===== config.mk =====
export PLATFORM = sky130hd
export DESIGN_NAME = mexp_ctrl
export DESIGN_NICKNAME = d
export VERILOG_FILES = /design/src/rtl/mexp_pkg.sv /design/src/rtl/mexp_ctrl.sv
export SDC_FILE = /design/constraint.sdc
export NUM_CORES = 1
export LEC_CHECK = 0
export BUFFER_PORTS_ARGS = -buffer_cell sky130_fd_sc_hd__clkbuf_2
export CAP_MARGIN = 20
export CORE_AREA = 2 2 39 41
export DETAILED_ROUTE_END_ITERATION = 8
export DIE_AREA = 0 0 41 43
export SLEW_MARGIN = 20
export SYNTH_ARGS = -nofsm -noshare
export SYNTH_HDL_FRONTEND = slang
export SYNTH_SLANG_ARGS = --single-unit

===== constraint.sdc =====
create_clock -name clk_i -period 1.2 [get_ports clk_i]
set_input_delay 0.12 -clock clk_i [delete_from_list [all_inputs] [get_ports clk_i]]
set_output_delay 0.12 -clock clk_i [all_outputs]
set_load 0.05 [all_outputs]

===== src/rtl/mexp_pkg.sv =====
// ----------------------------------------------------------------------------
// mexp_pkg
// shared types and constants for the modular exponentiation block
// ----------------------------------------------------------------------------
package mexp_pkg;

  localparam logic [31:0] ModulusReset = 32'd1000000007;
  localparam int unsigned CfgModulusIdx = 0;

  typedef enum logic [2:0] {
    ST_IDLE,
    ST_REDUCE,
    ST_BIT,
    ST_MUL,
    ST_SQR,
    ST_DONE
  } mexp_state_e;

  // controller to datapath
  typedef struct packed {
    logic load;       // capture item, start base reduction
    logic start_mul;  // acc * pw
    logic start_sqr;  // pw * pw
    logic shift_exp;  // next exponent bit
  } mexp_cmd_t;

  // datapath to controller
  typedef struct packed {
    logic busy;       // modular reducer working
    logic exp_bit;    // current exponent bit
    logic last_bit;   // current bit is the last one
  } mexp_sts_t;

endpackage


===== src/rtl/mexp_ctrl.sv =====
// ----------------------------------------------------------------------------
// mexp_ctrl
// sequencer for square and multiply over the exponent bits
// ----------------------------------------------------------------------------
module mexp_ctrl (
  input  logic                clk_i,
  input  logic                rst_ni,
  input  logic                in_fire_i,
  input  logic                out_fire_i,
  input  mexp_pkg::mexp_sts_t sts_i,
  output mexp_pkg::mexp_cmd_t cmd_o,
  output logic                in_ready_o,
  output logic                out_valid_o
);
  import mexp_pkg::*;

  mexp_state_e state_q, state_d;

  always_ff @(posedge clk_i or negedge rst_ni) begin
    if (!rst_ni) state_q <= ST_IDLE;
    else state_q <= state_d;
  end

  always_comb begin
    state_d     = state_q;
    cmd_o       = '0;
    in_ready_o  = 1'b0;
    out_valid_o = 1'b0;
    case (state_q)
      ST_IDLE: begin
        in_ready_o = 1'b1;
        if (in_fire_i) begin
          cmd_o.load = 1'b1;
          state_d    = ST_REDUCE;
        end
      end
      ST_REDUCE: begin
        if (!sts_i.busy) state_d = ST_BIT;
      end
      ST_BIT: begin
        if (sts_i.exp_bit) begin
          cmd_o.start_mul = 1'b1;
          state_d         = ST_MUL;
        end else begin
          cmd_o.start_sqr = 1'b1;
          state_d         = ST_SQR;
        end
      end
      ST_MUL: begin
        if (!sts_i.busy) begin
          cmd_o.start_sqr = 1'b1;
          state_d         = ST_SQR;
        end
      end
      ST_SQR: begin
        if (!sts_i.busy) begin
          cmd_o.shift_exp = 1'b1;
          state_d         = sts_i.last_bit ? ST_DONE : ST_BIT;
        end
      end
      ST_DONE: begin
        out_valid_o = 1'b1;
        if (out_fire_i) state_d = ST_IDLE;
      end
      default: state_d = ST_IDLE;
    endcase
  end

endmodule


==> impl_metrics.env <==
export IMPL_slowest_delay_ns=0.40
export IMPL_drv_cap=0
export IMPL_grt_ovfl_total=0
export IMPL_syn_area_per_cell_um2=7.87
export IMPL_rsz0062_at_grt="yes"
export IMPL_relSlewSlack_pct=82.4
export IMPL_path_clk_slew_ns=0.04
export IMPL_die_w_um=41
export IMPL_p_sw_share_pct=41.9
export IMPL_layout_nets=77
export IMPL_worst_path_dominant_cell_family="flip-flops"
export IMPL_cts_tree="done"
export IMPL_critPathMaxFanout=3
export IMPL_crit_type="register to output port"
export IMPL_die_h_um=43
export IMPL_cp_num_buf_inv=2
export IMPL_avgRoutedWirePerCell_um=12.3
export IMPL_drtIter0Drc=7
export IMPL_track_usage_pct=14.3
export IMPL_status="finished, violations left"
export IMPL_finalSetupViolations=9
export IMPL_cts_path_max_buffers=2
export IMPL_grt_max_degree=8
export IMPL_drv_slew=0
export IMPL_port_buffers=12
export IMPL_p_clk_share_pct=9.9
export IMPL_pwr_share_comb_pct=78.6
export IMPL_n_antenna_cell=0
export IMPL_worstSetupEndpointType="output port"
export IMPL_critPathLaunchType="register"
export IMPL_postLayoutCellArea_um2=709
export IMPL_insertion_delay_ns=0.23
export IMPL_place_congestion=0.816
export IMPL_fmax_ghz=0.691
export IMPL_ios=13
export IMPL_hold_class="primary input to async pin"
export IMPL_power_leakage_nw=0.314
export IMPL_cp_depth=4
export IMPL_yosys_top_cells_area="dfrtp_1, nor3_1, nor2_1"
export IMPL_dp_hpwl_um=700
export IMPL_cts_root_buf="clkbuf_4"
export IMPL_yosysSeqAreaShare_pct=25.1
export IMPL_syn_num_nets=45
export IMPL_violations="negative setup slack"
export IMPL_cp_required_ns=1.08
export IMPL_fin_crit_ns=1.45
export IMPL_synth_main_ff_cell="dfrtp_1"
export IMPL_firstDrtPassIters=3
export IMPL_largest_register="state_q"
export IMPL_final_antenna_net_count=0
export IMPL_finClkSkew_ns=0.00203
export IMPL_setup_slack_ns=-0.247
export IMPL_vdd_drop_max_mv=0.787
export IMPL_worst_hold_slack_ns=0.224
export IMPL_hold_violations=0
export IMPL_yosysUniqueCellTypes=21
export IMPL_synth_edf_count=0
export IMPL_ys_warn_count=0
export IMPL_p_int_mw=1.02
export IMPL_areaGrowthSynthToFinish_pct=137
export IMPL_setup_tns_ns=-1.54
export IMPL_viasPerCell=4.93
export IMPL_start_util_pct=21.6
export IMPL_r2r_cells=7
export IMPL_power_per_cell_area_nw_per_um2=2480
export IMPL_arrival_ns=1.33
export IMPL_slowest_stage="dfrtp_1"
export IMPL_synth_top_cell_area_share_pct=25.1
export IMPL_drt_total_wl_um=1050
export IMPL_drc=0
export IMPL_numCtsBuffers=3
export IMPL_antenna_found_initial=0
export IMPL_power_switching_mw=0.736
export IMPL_drive_gt1_share_pct=68.1
export IMPL_grt_pass1_vias=390
export IMPL_cts_num_sinks=3
export IMPL_seq_power_share_pct=11.4
export IMPL_final_common_cell="buf_4"
export IMPL_htree_levels=1
export IMPL_rows=14
export IMPL_yosys_register_bits=3
export IMPL_netlist_area_um2=299
export IMPL_dpl_cell_area_um2=480
export IMPL_synthArstFlopShare_pct=100
export IMPL_grt_pass1_wl_um=1670
export IMPL_worstMarginPinSlew_ns=0.262
export IMPL_place_ws_ns=-0.0783
export IMPL_dr_total_vias=419
export IMPL_reg_top3="state_q (3)"
export IMPL_final_period_utilization_pct=121
export IMPL_report_power_total_mw=1.76
export IMPL_path_cells="buf_6, nor3_4, and2_4, clkbuf_16"
export IMPL_dieArea_um2=1760
export IMPL_final_cell_mix="buf_4, clkbuf_2, buf_6"
export IMPL_core_area_um2=1380
export IMPL_largest_reg_flops=3
export IMPL_synth_largest_area_cell="dfrtp_1"
export IMPL_synthCells=38
## power groups by stage
stage | Combinational (mW) | Clock (mW) | Sequential, mW
after floorplan | 0.680 | 0 | 0.187
after detailed placement | 0.944 | 0 | 0.185
final | 1.38 | 0.175 | 0.201
after global placement | 0.935 | 0 | 0.187
after CTS | 1.23 | 0.180 | 0.196
after global routing | 1.47 | 0.200 | 0.206
## cells in the mapped netlist, types with 2 or more instances
library cell and instances:
nor3_1 4, nor2b_1 2, a21oi_1 2, o21ai_1 2, a2bb2oi_1 2, dfrtp_1 3
and2_1 2, nand2_1 2, nor3b_1 2, buf_2 2, nor2_1 5
## metrics by stage
stage               cells  util (%)
global route           85      51.3
global placement       74      34.7
floorplan              38         -
detailed placement     74      34.7
finish                 85      51.3
CTS                    82      47.3
## metal layers
metal	global-route usage (%)	vias to the layer above	routed length, um
met4	4.00	0	0
met3	4.71	0	38
met2	21.9	7	577
li1	-	202	-
met1	18.4	210	429
met5	0	-	0
## cells by family after synthesis
family                 Yosys count  share of synthesized area (%)
DFF                              3                           25.1
AOI/OAI and AO/OA               10                           25.9
buffers and inverters            4                           9.21
and+or+nand+nor                 21                           39.8
## worst paths after layout
check / startpoint / endpoint / slack (ns)
max: state_q[1] / cmd_o[3] / -0.25
min: rst_ni / state_q[0] / 0.22
max reg2reg: state_q[1] / state_q[2] / -0.13
min reg2reg: state_q[1] / state_q[1] / 0.67
max in group asynchronous: rst_ni / state_q[2] / 0.85
min in group clk_i: out_fire_i / state_q[2] / 0.24
## area by class of cell
cell class                 instances  area, um^2
fill                             127         674
tap                               16        20.0
timing repair buffer              30         304
multi-input combinational         31         277
clock buffer                       4        26.3
inverter                           1        6.26
sequential                         3        76.3
## what timing repair did
item	in CTS	in global routing
hold endpoints to repair	3	0
setup buffers	4	4
pin swaps	5	4
hold buffers	1	0
setup endpoints to repair	9	9
gates resized for setup	22	8
No activity file was read; power rests on OpenSTA's default activity.
